===== config.mk =====
export PLATFORM = sky130hd
export DESIGN_NAME = http_chunked_body_decoder
export DESIGN_NICKNAME = d
export VERILOG_FILES = /design/src/rtl/hcbd_pkg.sv /design/src/rtl/hcbd_front.sv /design/src/rtl/hcbd_back.sv /design/src/rtl/http_chunked_body_decoder.sv
export VERILOG_INCLUDE_DIRS = /design/src /design/src/rtl
export SDC_FILE = /design/constraint.sdc
export NUM_CORES = 1
export LEC_CHECK = 0
export BUFFER_PORTS_ARGS = -buffer_cell sky130_fd_sc_hd__buf_2
export CAP_MARGIN = 40
export CORE_UTILIZATION = 31
export DETAILED_ROUTE_END_ITERATION = 12
export HOLD_SLACK_MARGIN = 0.12
export SETUP_SLACK_MARGIN = 0.1
export SLEW_MARGIN = 30
export SYNTH_ARGS = -nofsm -noshare
export SYNTH_HDL_FRONTEND = slang
export SYNTH_SLANG_ARGS = --single-unit

===== constraint.sdc =====
create_clock -name clk_i -period 9.71 [get_ports clk_i]
set_input_delay 1.942 -clock clk_i [delete_from_list [all_inputs] [get_ports clk_i]]
set_output_delay 1.942 -clock clk_i [all_outputs]
set_load 0.1 [all_outputs]

===== src/rtl/http_chunked_body_decoder_defines.svh =====
// assertion helpers shared by the decoder modules
`ifndef HTTP_CHUNKED_BODY_DECODER_DEFINES_SVH
`define HTTP_CHUNKED_BODY_DECODER_DEFINES_SVH

// checked only while out of reset
`define HCBD_ASSERT(lbl, prop, msg) \
  lbl: assert property (@(posedge clk_i) disable iff (!rst_ni) (prop)) else $error(msg);

// checked at every edge, reset included
`define HCBD_ASSERT_ALWAYS(lbl, prop, msg) \
  lbl: assert property (@(posedge clk_i) (prop)) else $error(msg);

`endif


===== src/rtl/hcbd_pkg.sv =====
package hcbd_pkg;

  localparam int unsigned LINE_LIMIT_DEF = 64;
  localparam logic [31:0] BODY_LIMIT_RESET = 32'd2097152;

  localparam logic [7:0] CHAR_CR  = 8'h0D;
  localparam logic [7:0] CHAR_LF  = 8'h0A;
  localparam logic [7:0] CHAR_SP  = 8'h20;
  localparam logic [7:0] CHAR_TAB = 8'h09;

  localparam logic [1:0] STATUS_BUSY     = 2'd0;
  localparam logic [1:0] STATUS_DONE     = 2'd1;
  localparam logic [1:0] STATUS_ERR_LINE = 2'd2;
  localparam logic [1:0] STATUS_ERR_BODY = 2'd3;

  // decoder phase
  typedef enum logic [6:0] {
    PH_LINE     = 7'b0000001,
    PH_DATA     = 7'b0000010,
    PH_TAIL     = 7'b0000100,
    PH_LAST     = 7'b0001000,
    PH_DONE     = 7'b0010000,
    PH_ERR_LINE = 7'b0100000,
    PH_ERR_BODY = 7'b1000000
  } phase_e;

  // size line digit scan
  typedef enum logic [2:0] {
    DM_BLANK = 3'b001,
    DM_DIGIT = 3'b010,
    DM_STOP  = 3'b100
  } digit_mode_e;

  // classified input word
  typedef struct packed {
    logic [7:0] data;
    logic       first;
    logic       is_hex;
    logic [3:0] digit;
    logic       is_blank;
    logic       is_cr;
    logic       is_lf;
  } item_t;

endpackage


===== src/rtl/hcbd_front.sv =====
`include "http_chunked_body_decoder_defines.svh"

module hcbd_front (
  input  logic            clk_i,
  input  logic            rst_ni,
  input  logic            in_valid_i,
  output logic            in_stall_o,
  input  logic [7:0]      in_byte_i,
  input  logic            first_byte_i,
  output logic            q_valid_o,
  output hcbd_pkg::item_t q_item_o,
  input  logic            q_pop_i
);
  import hcbd_pkg::*;

  localparam int unsigned Depth = 2;
  localparam int unsigned PtrW = $clog2(Depth);
  localparam int unsigned CntW = $clog2(Depth + 1);

  item_t            item;
  item_t            slot_q [Depth];
  logic [PtrW-1:0]  wr_ptr_q, wr_ptr_d, rd_ptr_q, rd_ptr_d;
  logic [CntW-1:0]  count_q, count_d;
  logic             full, push, is_num, is_lc, is_uc;

  // classify the incoming word
  always_comb begin
    is_num = (in_byte_i >= 8'h30) && (in_byte_i <= 8'h39);
    is_lc  = (in_byte_i >= 8'h61) && (in_byte_i <= 8'h66);
    is_uc  = (in_byte_i >= 8'h41) && (in_byte_i <= 8'h46);
    item.data     = in_byte_i;
    item.first    = first_byte_i;
    item.is_hex   = is_num || is_lc || is_uc;
    item.digit    = is_num ? in_byte_i[3:0] : in_byte_i[3:0] + 4'd9;
    item.is_blank = (in_byte_i == CHAR_SP) || (in_byte_i == CHAR_TAB);
    item.is_cr    = (in_byte_i == CHAR_CR);
    item.is_lf    = (in_byte_i == CHAR_LF);
  end

  assign full       = (count_q == CntW'(Depth));
  assign in_stall_o = full;
  assign push       = in_valid_i && !full;
  assign q_valid_o  = (count_q != '0);
  assign q_item_o   = slot_q[rd_ptr_q];

  always_comb begin
    wr_ptr_d = wr_ptr_q;
    rd_ptr_d = rd_ptr_q;
    count_d  = count_q;
    if (push) begin
      wr_ptr_d = (wr_ptr_q == PtrW'(Depth - 1)) ? '0 : wr_ptr_q + 1'b1;
    end
    if (q_pop_i) begin
      rd_ptr_d = (rd_ptr_q == PtrW'(Depth - 1)) ? '0 : rd_ptr_q + 1'b1;
    end
    if (push && !q_pop_i) begin
      count_d = count_q + 1'b1;
    end else if (!push && q_pop_i) begin
      count_d = count_q - 1'b1;
    end
  end

  always_ff @(posedge clk_i or negedge rst_ni) begin
    if (!rst_ni) begin
      wr_ptr_q <= '0;
      rd_ptr_q <= '0;
      count_q  <= '0;
    end else begin
      wr_ptr_q <= wr_ptr_d;
      rd_ptr_q <= rd_ptr_d;
      count_q  <= count_d;
    end
  end

  always_ff @(posedge clk_i) begin
    if (push) begin
      slot_q[wr_ptr_q] <= item;
    end
  end

  `HCBD_ASSERT(a_count_bound, count_q <= CntW'(Depth), "queue count beyond depth")
  `HCBD_ASSERT(a_pop_nonempty, q_pop_i |-> (count_q != '0), "pop from empty queue")
  `HCBD_ASSERT(a_count_track, $past(rst_ni) |-> (count_q == CntW'($past(count_q) + CntW'($past(push)) - CntW'($past(q_pop_i)))), "queue count drift")

endmodule


===== src/rtl/hcbd_back.sv =====
`include "http_chunked_body_decoder_defines.svh"

module hcbd_back #(
  parameter int unsigned LINE_LIMIT = hcbd_pkg::LINE_LIMIT_DEF
) (
  input  logic            clk_i,
  input  logic            rst_ni,
  input  logic [31:0]     body_limit_i,
  input  logic            q_valid_i,
  input  hcbd_pkg::item_t q_item_i,
  output logic            q_pop_o,
  output logic            out_valid_o,
  input  logic            out_stall_i,
  output logic            data_valid_o,
  output logic [7:0]      data_byte_o,
  output logic [1:0]      status_o,
  output logic [31:0]     body_length_o
);
  import hcbd_pkg::*;

  localparam int unsigned LcW = $clog2(LINE_LIMIT);

  phase_e      phase_q, phase_d, ph;
  digit_mode_e dm_q, dm_d, dm;
  logic [LcW-1:0] line_q, line_d, line_c;
  logic [31:0] hex_q, hex_d, hex_c;
  logic        cr_q, cr_d, cr_c;
  logic [31:0] left_q, left_d, left_c;
  logic [1:0]  tail_q, tail_d, tail_c;
  logic [31:0] total_q, total_d, total_c;
  logic [32:0] sum;
  logic        can_load;

  logic        out_valid_q;
  logic        data_valid_q, data_valid_d;
  logic [7:0]  data_byte_q, data_byte_d;
  logic [1:0]  status_q, status_d;

  assign can_load = !out_valid_q || !out_stall_i;
  assign q_pop_o  = q_valid_i && can_load;

  // a new body starts from the cleared state
  always_comb begin
    if (q_item_i.first) begin
      ph      = PH_LINE;
      dm      = DM_BLANK;
      line_c  = '0;
      hex_c   = '0;
      cr_c    = 1'b0;
      left_c  = '0;
      tail_c  = '0;
      total_c = '0;
    end else begin
      ph      = phase_q;
      dm      = dm_q;
      line_c  = line_q;
      hex_c   = hex_q;
      cr_c    = cr_q;
      left_c  = left_q;
      tail_c  = tail_q;
      total_c = total_q;
    end
  end

  always_comb begin
    phase_d      = ph;
    dm_d         = dm;
    line_d       = line_c;
    hex_d        = hex_c;
    cr_d         = cr_c;
    left_d       = left_c;
    tail_d       = tail_c;
    total_d      = total_c;
    data_valid_d = 1'b0;
    data_byte_d  = '0;
    sum          = {1'b0, total_c} + {1'b0, hex_c};
    unique case (ph)
      PH_LINE: begin
        line_d = line_c + 1'b1;
        if (cr_c && q_item_i.is_lf) begin
          if (sum > {1'b0, body_limit_i}) begin
            phase_d = PH_ERR_BODY;
          end else if (hex_c == '0) begin
            phase_d = PH_LAST;
            tail_d  = '0;
          end else begin
            phase_d = PH_DATA;
            left_d  = hex_c;
          end
        end else begin
          if (dm != DM_STOP && !(dm == DM_BLANK && q_item_i.is_blank)) begin
            if (!q_item_i.is_hex) begin
              dm_d = DM_STOP;
            end else begin
              dm_d  = DM_DIGIT;
              // saturate once a further digit would overflow 32 bits
              hex_d = (|hex_c[31:28]) ? '1 : {hex_c[27:0], q_item_i.digit};
            end
          end
          cr_d = q_item_i.is_cr;
          if (line_d >= LcW'(LINE_LIMIT - 1)) begin
            phase_d = PH_ERR_LINE;
          end
        end
      end
      PH_DATA: begin
        data_valid_d = 1'b1;
        data_byte_d  = q_item_i.data;
        total_d      = total_c + 1'b1;
        left_d       = left_c - 1'b1;
        if (left_d == '0) begin
          phase_d = PH_TAIL;
          tail_d  = '0;
        end
      end
      PH_TAIL: begin
        tail_d = tail_c + 1'b1;
        if (tail_d >= 2'd2) begin
          phase_d = PH_LINE;
          line_d  = '0;
          hex_d   = '0;
          dm_d    = DM_BLANK;
          cr_d    = 1'b0;
        end
      end
      PH_LAST: begin
        tail_d = tail_c + 1'b1;
        if (tail_d >= 2'd2) begin
          phase_d = PH_DONE;
        end
      end
      PH_DONE, PH_ERR_LINE, PH_ERR_BODY: begin
      end
      default: begin
      end
    endcase
    unique case (phase_d)
      PH_DONE:     status_d = STATUS_DONE;
      PH_ERR_LINE: status_d = STATUS_ERR_LINE;
      PH_ERR_BODY: status_d = STATUS_ERR_BODY;
      default:     status_d = STATUS_BUSY;
    endcase
  end

  always_ff @(posedge clk_i or negedge rst_ni) begin
    if (!rst_ni) begin
      phase_q     <= PH_LINE;
      dm_q        <= DM_BLANK;
      line_q      <= '0;
      hex_q       <= '0;
      cr_q        <= 1'b0;
      left_q      <= '0;
      tail_q      <= '0;
      total_q     <= '0;
      out_valid_q <= 1'b0;
    end else begin
      if (q_pop_o) begin
        phase_q <= phase_d;
        dm_q    <= dm_d;
        line_q  <= line_d;
        hex_q   <= hex_d;
        cr_q    <= cr_d;
        left_q  <= left_d;
        tail_q  <= tail_d;
        total_q <= total_d;
      end
      if (q_pop_o) begin
        out_valid_q <= 1'b1;
      end else if (!out_stall_i) begin
        out_valid_q <= 1'b0;
      end
    end
  end

  always_ff @(posedge clk_i) begin
    if (q_pop_o) begin
      data_valid_q <= data_valid_d;
      data_byte_q  <= data_byte_d;
      status_q     <= status_d;
    end
  end

  assign out_valid_o   = out_valid_q;
  assign data_valid_o  = data_valid_q;
  assign data_byte_o   = data_byte_q;
  assign status_o      = status_q;
  assign body_length_o = total_q;

  `HCBD_ASSERT(a_data_busy, (out_valid_q && data_valid_q) |-> (status_q == STATUS_BUSY), "payload word with final status")
  `HCBD_ASSERT(a_left_live, (phase_q == PH_DATA) |-> (left_q != '0), "data phase with nothing left")
  `HCBD_ASSERT(a_tail_bound, ((phase_q == PH_TAIL) || (phase_q == PH_LAST)) |-> (tail_q < 2'd2), "tail counter overran")

endmodule


===== src/rtl/http_chunked_body_decoder.sv =====
// a word accepted into the queue is decoded, and its result word is held in the output register
// one word per cycle unless out_stall_i holds the output; the decode state updates on each popped word
// a two-entry queue sits between input classification and the decode state machine
// reset (rst_ni low, asynchronous) empties the queue and output register, clears
// the decode state and sets body_limit to 2097152
module http_chunked_body_decoder #(
  parameter int unsigned LINE_LIMIT = hcbd_pkg::LINE_LIMIT_DEF
) (
  input  logic        clk_i,
  input  logic        rst_ni,
  // byte input
  input  logic        in_valid_i,
  output logic        in_stall_o,
  input  logic [7:0]  in_byte_i,
  input  logic        first_byte_i,
  // result output
  output logic        out_valid_o,
  input  logic        out_stall_i,
  output logic        data_valid_o,
  output logic [7:0]  data_byte_o,
  output logic [1:0]  status_o,
  output logic [31:0] body_length_o,
  // body limit register
  input  logic        body_limit_we_i,
  input  logic [31:0] body_limit_i
);
  import hcbd_pkg::*;

  logic [31:0] body_limit_q;
  logic        q_valid, q_pop;
  item_t       q_item;

  // configuration register; the user must write it only while the decoder is idle (not enforced)
  always_ff @(posedge clk_i or negedge rst_ni) begin
    if (!rst_ni) begin
      body_limit_q <= BODY_LIMIT_RESET;
    end else if (body_limit_we_i) begin
      body_limit_q <= body_limit_i;
    end
  end

  // front: classify each byte (hex digit, blank, cr, lf) and queue it
  hcbd_front u_front (
    .clk_i        (clk_i),
    .rst_ni       (rst_ni),
    .in_valid_i   (in_valid_i),
    .in_stall_o   (in_stall_o),
    .in_byte_i    (in_byte_i),
    .first_byte_i (first_byte_i),
    .q_valid_o    (q_valid),
    .q_item_o     (q_item),
    .q_pop_i      (q_pop)
  );

  // back: chunk state machine, size parse, limit check and output register
  hcbd_back #(
    .LINE_LIMIT (LINE_LIMIT)
  ) u_back (
    .clk_i         (clk_i),
    .rst_ni        (rst_ni),
    .body_limit_i  (body_limit_q),
    .q_valid_i     (q_valid),
    .q_item_i      (q_item),
    .q_pop_o       (q_pop),
    .out_valid_o   (out_valid_o),
    .out_stall_i   (out_stall_i),
    .data_valid_o  (data_valid_o),
    .data_byte_o   (data_byte_o),
    .status_o      (status_o),
    .body_length_o (body_length_o)
  );

endmodule

==> results of run 1 <==
-- flip-flops by register name, summed over array words and instances (netlist names), 3 cells and up --
name	count
u_back.body_length_o	32
u_back.phase_q	7
u_back.line_q	6
u_back.dm_q	3
u_back.hex_q	32
u_back.left_q	32
u_back.data_byte_o	8
body_limit_q	32
u_front.slot_q	34
-- final timing paths --
kind	from	endpoint	slack, ns	cells past startpoint
max	u_front.rd_ptr_q	u_back.left_q[7]	2.59	27
min	u_back.hex_q[29]	u_back.hex_q[29]	0.48	2
max reg2reg	u_front.rd_ptr_q	u_back.left_q[7]	2.59	27
min reg2reg	u_back.hex_q[29]	u_back.hex_q[29]	0.48	2
max in group asynchronous	rst_ni	body_limit_q[21]	7.28	3
min in group asynchronous	rst_ni	u_back.phase_q[4]	1.42	1
-- power by group through the flow --
stage	Clock (mW)	Combinational [mW]	Sequential, mW
floorplan	0	0.922	1.17
global placement	0	1.34	1.09
detailed placement	0	1.38	1.10
CTS	0.776	1.39	1.08
global route	0.803	1.53	1.10
finish	0.756	1.41	1.09
-- metal layers --
metal	wire (um)	vias up	global-route usage, %
li1	-	5252	-
met2	16400	392	27.6
met4	909	0	6.45
met5	0	-	0
met3	2240	44	3.40
met1	16800	5307	23.9
-- area by class of cell --
cell class                 count  area, um2  area share [%]
clock buffer                  17        425            2.96
inverter                      60        225            1.57
clock inverter                15        196            1.37
sequential                   197       5160            35.9
multi-input combinational   1101       7000            48.7
timing repair buffer         113        717            4.99
antenna                        1       2.50          0.0174
tap                          525        657            4.57
-- per-stage QoR --
stage	util, %	total power, mW	area [um2]	hold WS (ns)	setup slack [ns]
3_5_place_dp	34.2	2.48	13700	0.470	2.69
5_1_grt	35.9	3.43	14400	0.518	2.11
3_3_place_gp	33.9	2.44	13600	0.466	2.16
2_1_floorplan	-	2.09	12700	0.450	2.83
6_report	35.9	3.25	14400	0.485	2.59
4_1_cts	35.7	3.25	14300	0.489	2.66
-- cell families (layout without fill, tap and decap cells) --
kind of cell               count (synthesis)  after routing  synth area share [%]
AOI/OAI and AO/OA                        363            363                  18.3
xor gates and xnor gates                  81             81                  5.58
adders and majority gates                 71             71                  7.01
buffers and inverters                    140            205                  4.53
DFF                                      197            197                  40.6
muxes                                     35             35                  2.84
other                                      0              1                     0
and+or+nand+nor                          551            551                  21.2
-- synthesized netlist by cell type (10+ instances only) --
| master | number |
|---|---|
| and3_1 | 16 |
| dfrtp_1 | 149 |
| o21ai_0 | 119 |
| a31oi_1 | 17 |
| ha_1 | 68 |
| a221o_1 | 14 |
| nor4_1 | 18 |
| inv_1 | 60 |
| or3_1 | 10 |
| xor2_1 | 36 |
| edfxtp_1 | 45 |
| xnor2_1 | 45 |
| mux2i_1 | 29 |
| a21oi_1 | 76 |
| and2_1 | 54 |
| nor2b_1 | 12 |
| nand4_1 | 29 |
| nand3_1 | 35 |
| a21o_1 | 32 |
| a22o_1 | 10 |
| clkbuf_1 | 63 |
| nor2_1 | 125 |
| nor3_1 | 24 |
| nand2_1 | 183 |
-- worst max-delay path, stage by stage (launching register included) --
cell and delay (ns):
dfrtp_1 0.33, buf_4 0.32, mux2i_4 0.35, buf_8 0.21, nand2_1 0.10, inv_1 0.09
ha_1 0.17, inv_1 0.06, fa_1 0.39, a21boi_0 0.16, o31ai_1 0.24, nand2_1 0.16
o21ai_2 0.22, a211oi_2 0.13, o31ai_1 0.50, a21oi_1 0.19, xnor2_1 0.22, ha_1 0.27
a21o_1 0.16, a21o_1 0.16, a21oi_1 0.22, a21bo_2 0.18, nand2b_1 0.09, o311ai_0 0.13
a21oi_1 0.64, nand4_4 0.49, a21o_4 0.42, a221o_1 0.37
==> metrics, run 1 <==
Pins Over Slew Limit 0; PostCTS Resize Cnt 0; Area Growth Syn to Fin 13.1%; routed len/inst 17.9 um; Post-Synthesis Cells 1438; DRC Markers 0; Yosys reg bits 197; crit end category flip-flop; Setup Crit Path Kind reg2reg; Clock Tree Buf Depth 2; CTS tree yes; die extent in x 205 um; Hold Fails Final Rpt 0; average via count per standard cell 5.42; Psw 1.47 mW; layout cells sized above 1 11.7%; crit-path max FO 23; unrepaired setup endpoints after global routing no; Pint 1.78 mW; via count 11000; DRT Wirelength 36300 um; first-pass GRT wire length 57300 um; drt first pass iters 6; clock insertion delay at the later pin of the skew report 0.46 ns; setup_tns 0 ns; CTS Hold Bufs 0; clk slew on worst S/H paths 0.08 ns; synthesized area 12700 um2; Final period util 73.3%; largest net degree at the start of global routing 62; initial antenna violation count 1; Mapped Nets 1553; hpwl dp 26300 um; Placed Cells 1992; Pleak 6.64 nW; Routability Congestion 0.943; Rows 73; aggregate global routing overflow 0; Final ANT Viol Nets 0; sequential share of power 33.4%; DR iter-0 viols 958; Clock Tree Root clkbuf_16; TritonCTS Buffers 17; Worst Hold Class reg2reg; synth top area cells dfrtp_1, edfxtp_1, ha_1, nand2_1, o21ai_0; All-Layer GR Usage 17.6%; H-tree Lvls 4; Post-Layout Cell Count 2029; max-cap violations 0; top cell type by total area after synthesis dfrtp_1; average size of a mapped cell 8.84 um2; Setup violations, final 0; switch share 45.3%; DIE AREA 41800 um2; arrival time worst endpoint 7.46 ns; # fillers 4065; status completed; Tmin final 7.12 ns; crit path launch type flip-flop; VDD IR max 0.000160 V; area share of the largest cell type after synthesis 29.3%; relative slew slack 40.1%; number of global-route vias before repair 10400; Synth cell types 76; clk_skew 0.0180 ns; number of port buffers 90; number of synthesized flops with an enable pin 45; Clk pwr share 23.3%; DIE HEIGHT 205 um; nets 1605; Ys Warns 0; ys flop type dfrtp_1; Worst Path Required 10.05 ns; Post-synth ARST share 77.2%; Worst-Margin Slew 0.895 ns; most common cell after layout, fill and taps aside nand2_1; fmax 141 MHz; Starting Density 31.7%; PwrDens 226 nW/um2; I/O pins 91; clock sink count 197; most frequent cells in the layout nand2_1, dfrtp_1, nor2_1; register area share after synthesis 40.6%; area of the core 40100 um2; Post-CTS Setup Inserts 0; Comb power frac 43.3%
(Power assumes the default switching activity.)
==> run 2, diff against run 1 <==
- clock period: 9.71 -> 6.1 ns (I/O delays scaled with it)
==> run 2 against run 1 <==
Critical path type unchanged. Clock skew down 0.0033 ns. First-iteration DRC count up 4.4%. Register-to-register slack worse by 2.2 ns. Wire length up 4.1%. Clock power up 55%. Final area up 2.3%. Combinational power up 67%. Sequential power up 60%. Worst hold slack about the same. Non-clock buffer count up 26.
==> metrics, run 2 (synthesis results as in run 1) <==
status completed (unchanged); unrepaired setup endpoints after global routing yes (was no); DIE HEIGHT 205 um (unchanged); layout cells sized above 1 14.8% (was 11.7%); DRC Markers 0 (unchanged); drt first pass iters 5 (was 6); r2r endpoint u_back.left_q[8] (was u_back.left_q[7]); most frequent cells in the layout nand2_1, dfrtp_1, nor2_1 (unchanged); Hold Path Sink u_back.body_length_o[24] (was u_back.hex_q[29]); Hold Fails Final Rpt 0 (unchanged); largest net degree at the start of global routing 64 (was 62); Setup violations, final 0 (unchanged); CTS Hold Bufs 0 (unchanged); DIE AREA 41800 um2 (unchanged); Tmin final 5.73 ns (was 7.12 ns); DR iter-0 viols 1000 (was 958); hpwl dp 26900 um (was 26300 um); VDD IR max 0.000199 V (was 0.000160 V); Worst-Margin Slew 0.831 ns (was 0.895 ns); Clock Tree Buf Depth 2 (unchanged); Hold Crit Start u_back.body_length_o[24] (was u_back.hex_q[29]); nets 1633 (was 1605); Routability Congestion 0.866 (was 0.943); Design Area, Final 14700 um2 (was 14400 um2); area of the core 40100 um2 (unchanged); Starting Density 31.7% (unchanged); # fillers 4056 (was 4065); number of port buffers 90 (unchanged); Hold Crit Depth 1 (was 2); relative slew slack 44.1% (was 40.1%); Worst Path Required 6.46 ns (was 10.05 ns); CTS tree yes (unchanged); Rows 73 (unchanged); pre-CTS WS 0.0982 ns (was 2.69 ns); average via count per standard cell 5.41 (was 5.42); Pleak 6.80 nW (was 6.64 nW); first-pass GRT wire length 58300 um (was 57300 um); H-tree Lvls 4 (unchanged); Clock Tree Root clkbuf_16 (unchanged); crit path launch type flip-flop (unchanged); ant diodes 0 (was 1); via count 11100 (was 11000); Final period util 93.9% (was 73.3%); Pins Over Slew Limit 0 (unchanged); TritonCTS Buffers 17 (unchanged); fmax 175 MHz (was 141 MHz); All-Layer GR Usage 17.9% (was 17.6%); Area Growth Syn to Fin 15.7% (was 13.1%); clock insertion delay at the later pin of the skew report 0.47 ns (was 0.46 ns); I/O pins 91 (unchanged); most common cell after layout, fill and taps aside nand2_1 (unchanged); Setup Crit Path Kind reg2reg (unchanged); clk_skew 0.0147 ns (was 0.0180 ns); setup_tns 0 ns (unchanged); Final ANT Viol Nets 0 (unchanged); aggregate global routing overflow 0 (unchanged); Placed Area 13800 um2 (was 13700 um2); crit end category flip-flop (unchanged); max reg flops 34 (unchanged); PwrDens 358 nW/um2 (was 226 nW/um2); max-cap violations 0 (unchanged); Reg2Reg Launch Point u_front.rd_ptr_q (unchanged); crit-path max FO 7 (was 23); clk slew on worst S/H paths 0.08 ns (about the same); clock sink count 197 (unchanged); initial antenna violation count 0 (was 1); Most flops, register u_front.slot_q (unchanged); r2r setup slk 0.37 ns (was 2.59 ns); arrival time worst endpoint 6.09 ns (was 7.46 ns); die extent in x 205 um (unchanged); DRT Wirelength 37800 um (was 36300 um); final setup margin 0.375 ns (was 2.59 ns); routed len/inst 18.4 um (was 17.9 um); worst-case reg-to-reg path depth 27 (unchanged); number of global-route vias before repair 10600 (was 10400); Worst Hold Class reg2reg (unchanged)
-- run 2: power by group --
group          leakage [nW]  switching, mW  internal (mW)  total, mW
logic                  4.05           1.62          0.734       2.36
registers              2.46          0.177           1.56       1.74
clock network         0.295          0.589          0.582       1.17
-- run 2: final cells by class --
type	count	area, um2	area share, %
clock buffer	17	425	2.89
clock inverter	15	168	1.14
inverter	60	225	1.53
multi-input combinational	1103	7160	48.7
sequential	197	5160	35.1
tap	525	657	4.47
timing repair buffer	139	911	6.19
-- run 2: routing by layer --
| metal | track usage [%] | routed length [um] | vias up |
|---|---|---|---|
| met1 | 24.9 | 18200 | 5442 |
| met5 | 0 | 0 | - |
| met3 | 3.50 | 1840 | 39 |
| li1 | - | - | 5305 |
| met2 | 28.1 | 17200 | 333 |
| met4 | 5.09 | 593 | 0 |
-- run 2: worst max-delay path, stage by stage (launching register included) --
cell,delay (ns)
dfrtp_2,0.44
mux2i_4,0.33
and2_4,0.19
ha_2,0.17
inv_1,0.05
fa_2,0.37
a21boi_1,0.16
o31ai_1,0.28
nand2_1,0.17
o21ai_2,0.25
a211oi_4,0.12
o31ai_4,0.31
buf_4,0.16
a31oi_1,0.10
xnor2_1,0.26
ha_1,0.29
a21o_1,0.16
a21o_1,0.18
a21oi_2,0.13
o211ai_1,0.10
nand2b_1,0.10
o311ai_2,0.11
a21oi_2,0.16
buf_6,0.14
nand4_4,0.12
buf_4,0.19
a21o_4,0.24
a221o_1,0.35
-- run 2: through the flow --
stage	hold slack, ns	power [mW]	util, %	std cells
6_report	0.485	5.27	36.7	2056
2_1_floorplan	0.450	3.36	-	1438
3_3_place_gp	0.468	3.93	34.1	1998
5_1_grt	0.519	5.56	36.7	2056
4_1_cts	0.490	5.15	35.8	2034
3_5_place_dp	0.480	3.97	34.3	2002
-- run 2: timing repair --
item                       CTS  global route
setup buffers                0            18
gates resized for setup      1            34
cloned                       0             2
pin swaps                    0            19
setup endpoints to repair    4            35
-- run 2: worst max path at each step --
stage | slack (ns) | depth (start not counted) | startpoint | to
floorplan | 0.15 | 31 | u_front.rd_ptr_q | u_back.left_q[28]
global placement | 0.13 | 24 | u_front.rd_ptr_q | u_back.left_q[3]
detailed placement | 0.1 | 24 | u_front.rd_ptr_q | u_back.left_q[3]
CTS | 0.15 | 25 | u_front.rd_ptr_q | u_back.left_q[15]
global route | 0.05 | 27 | u_front.rd_ptr_q | u_back.left_q[11]
finish | 0.37 | 27 | u_front.rd_ptr_q | u_back.left_q[8]
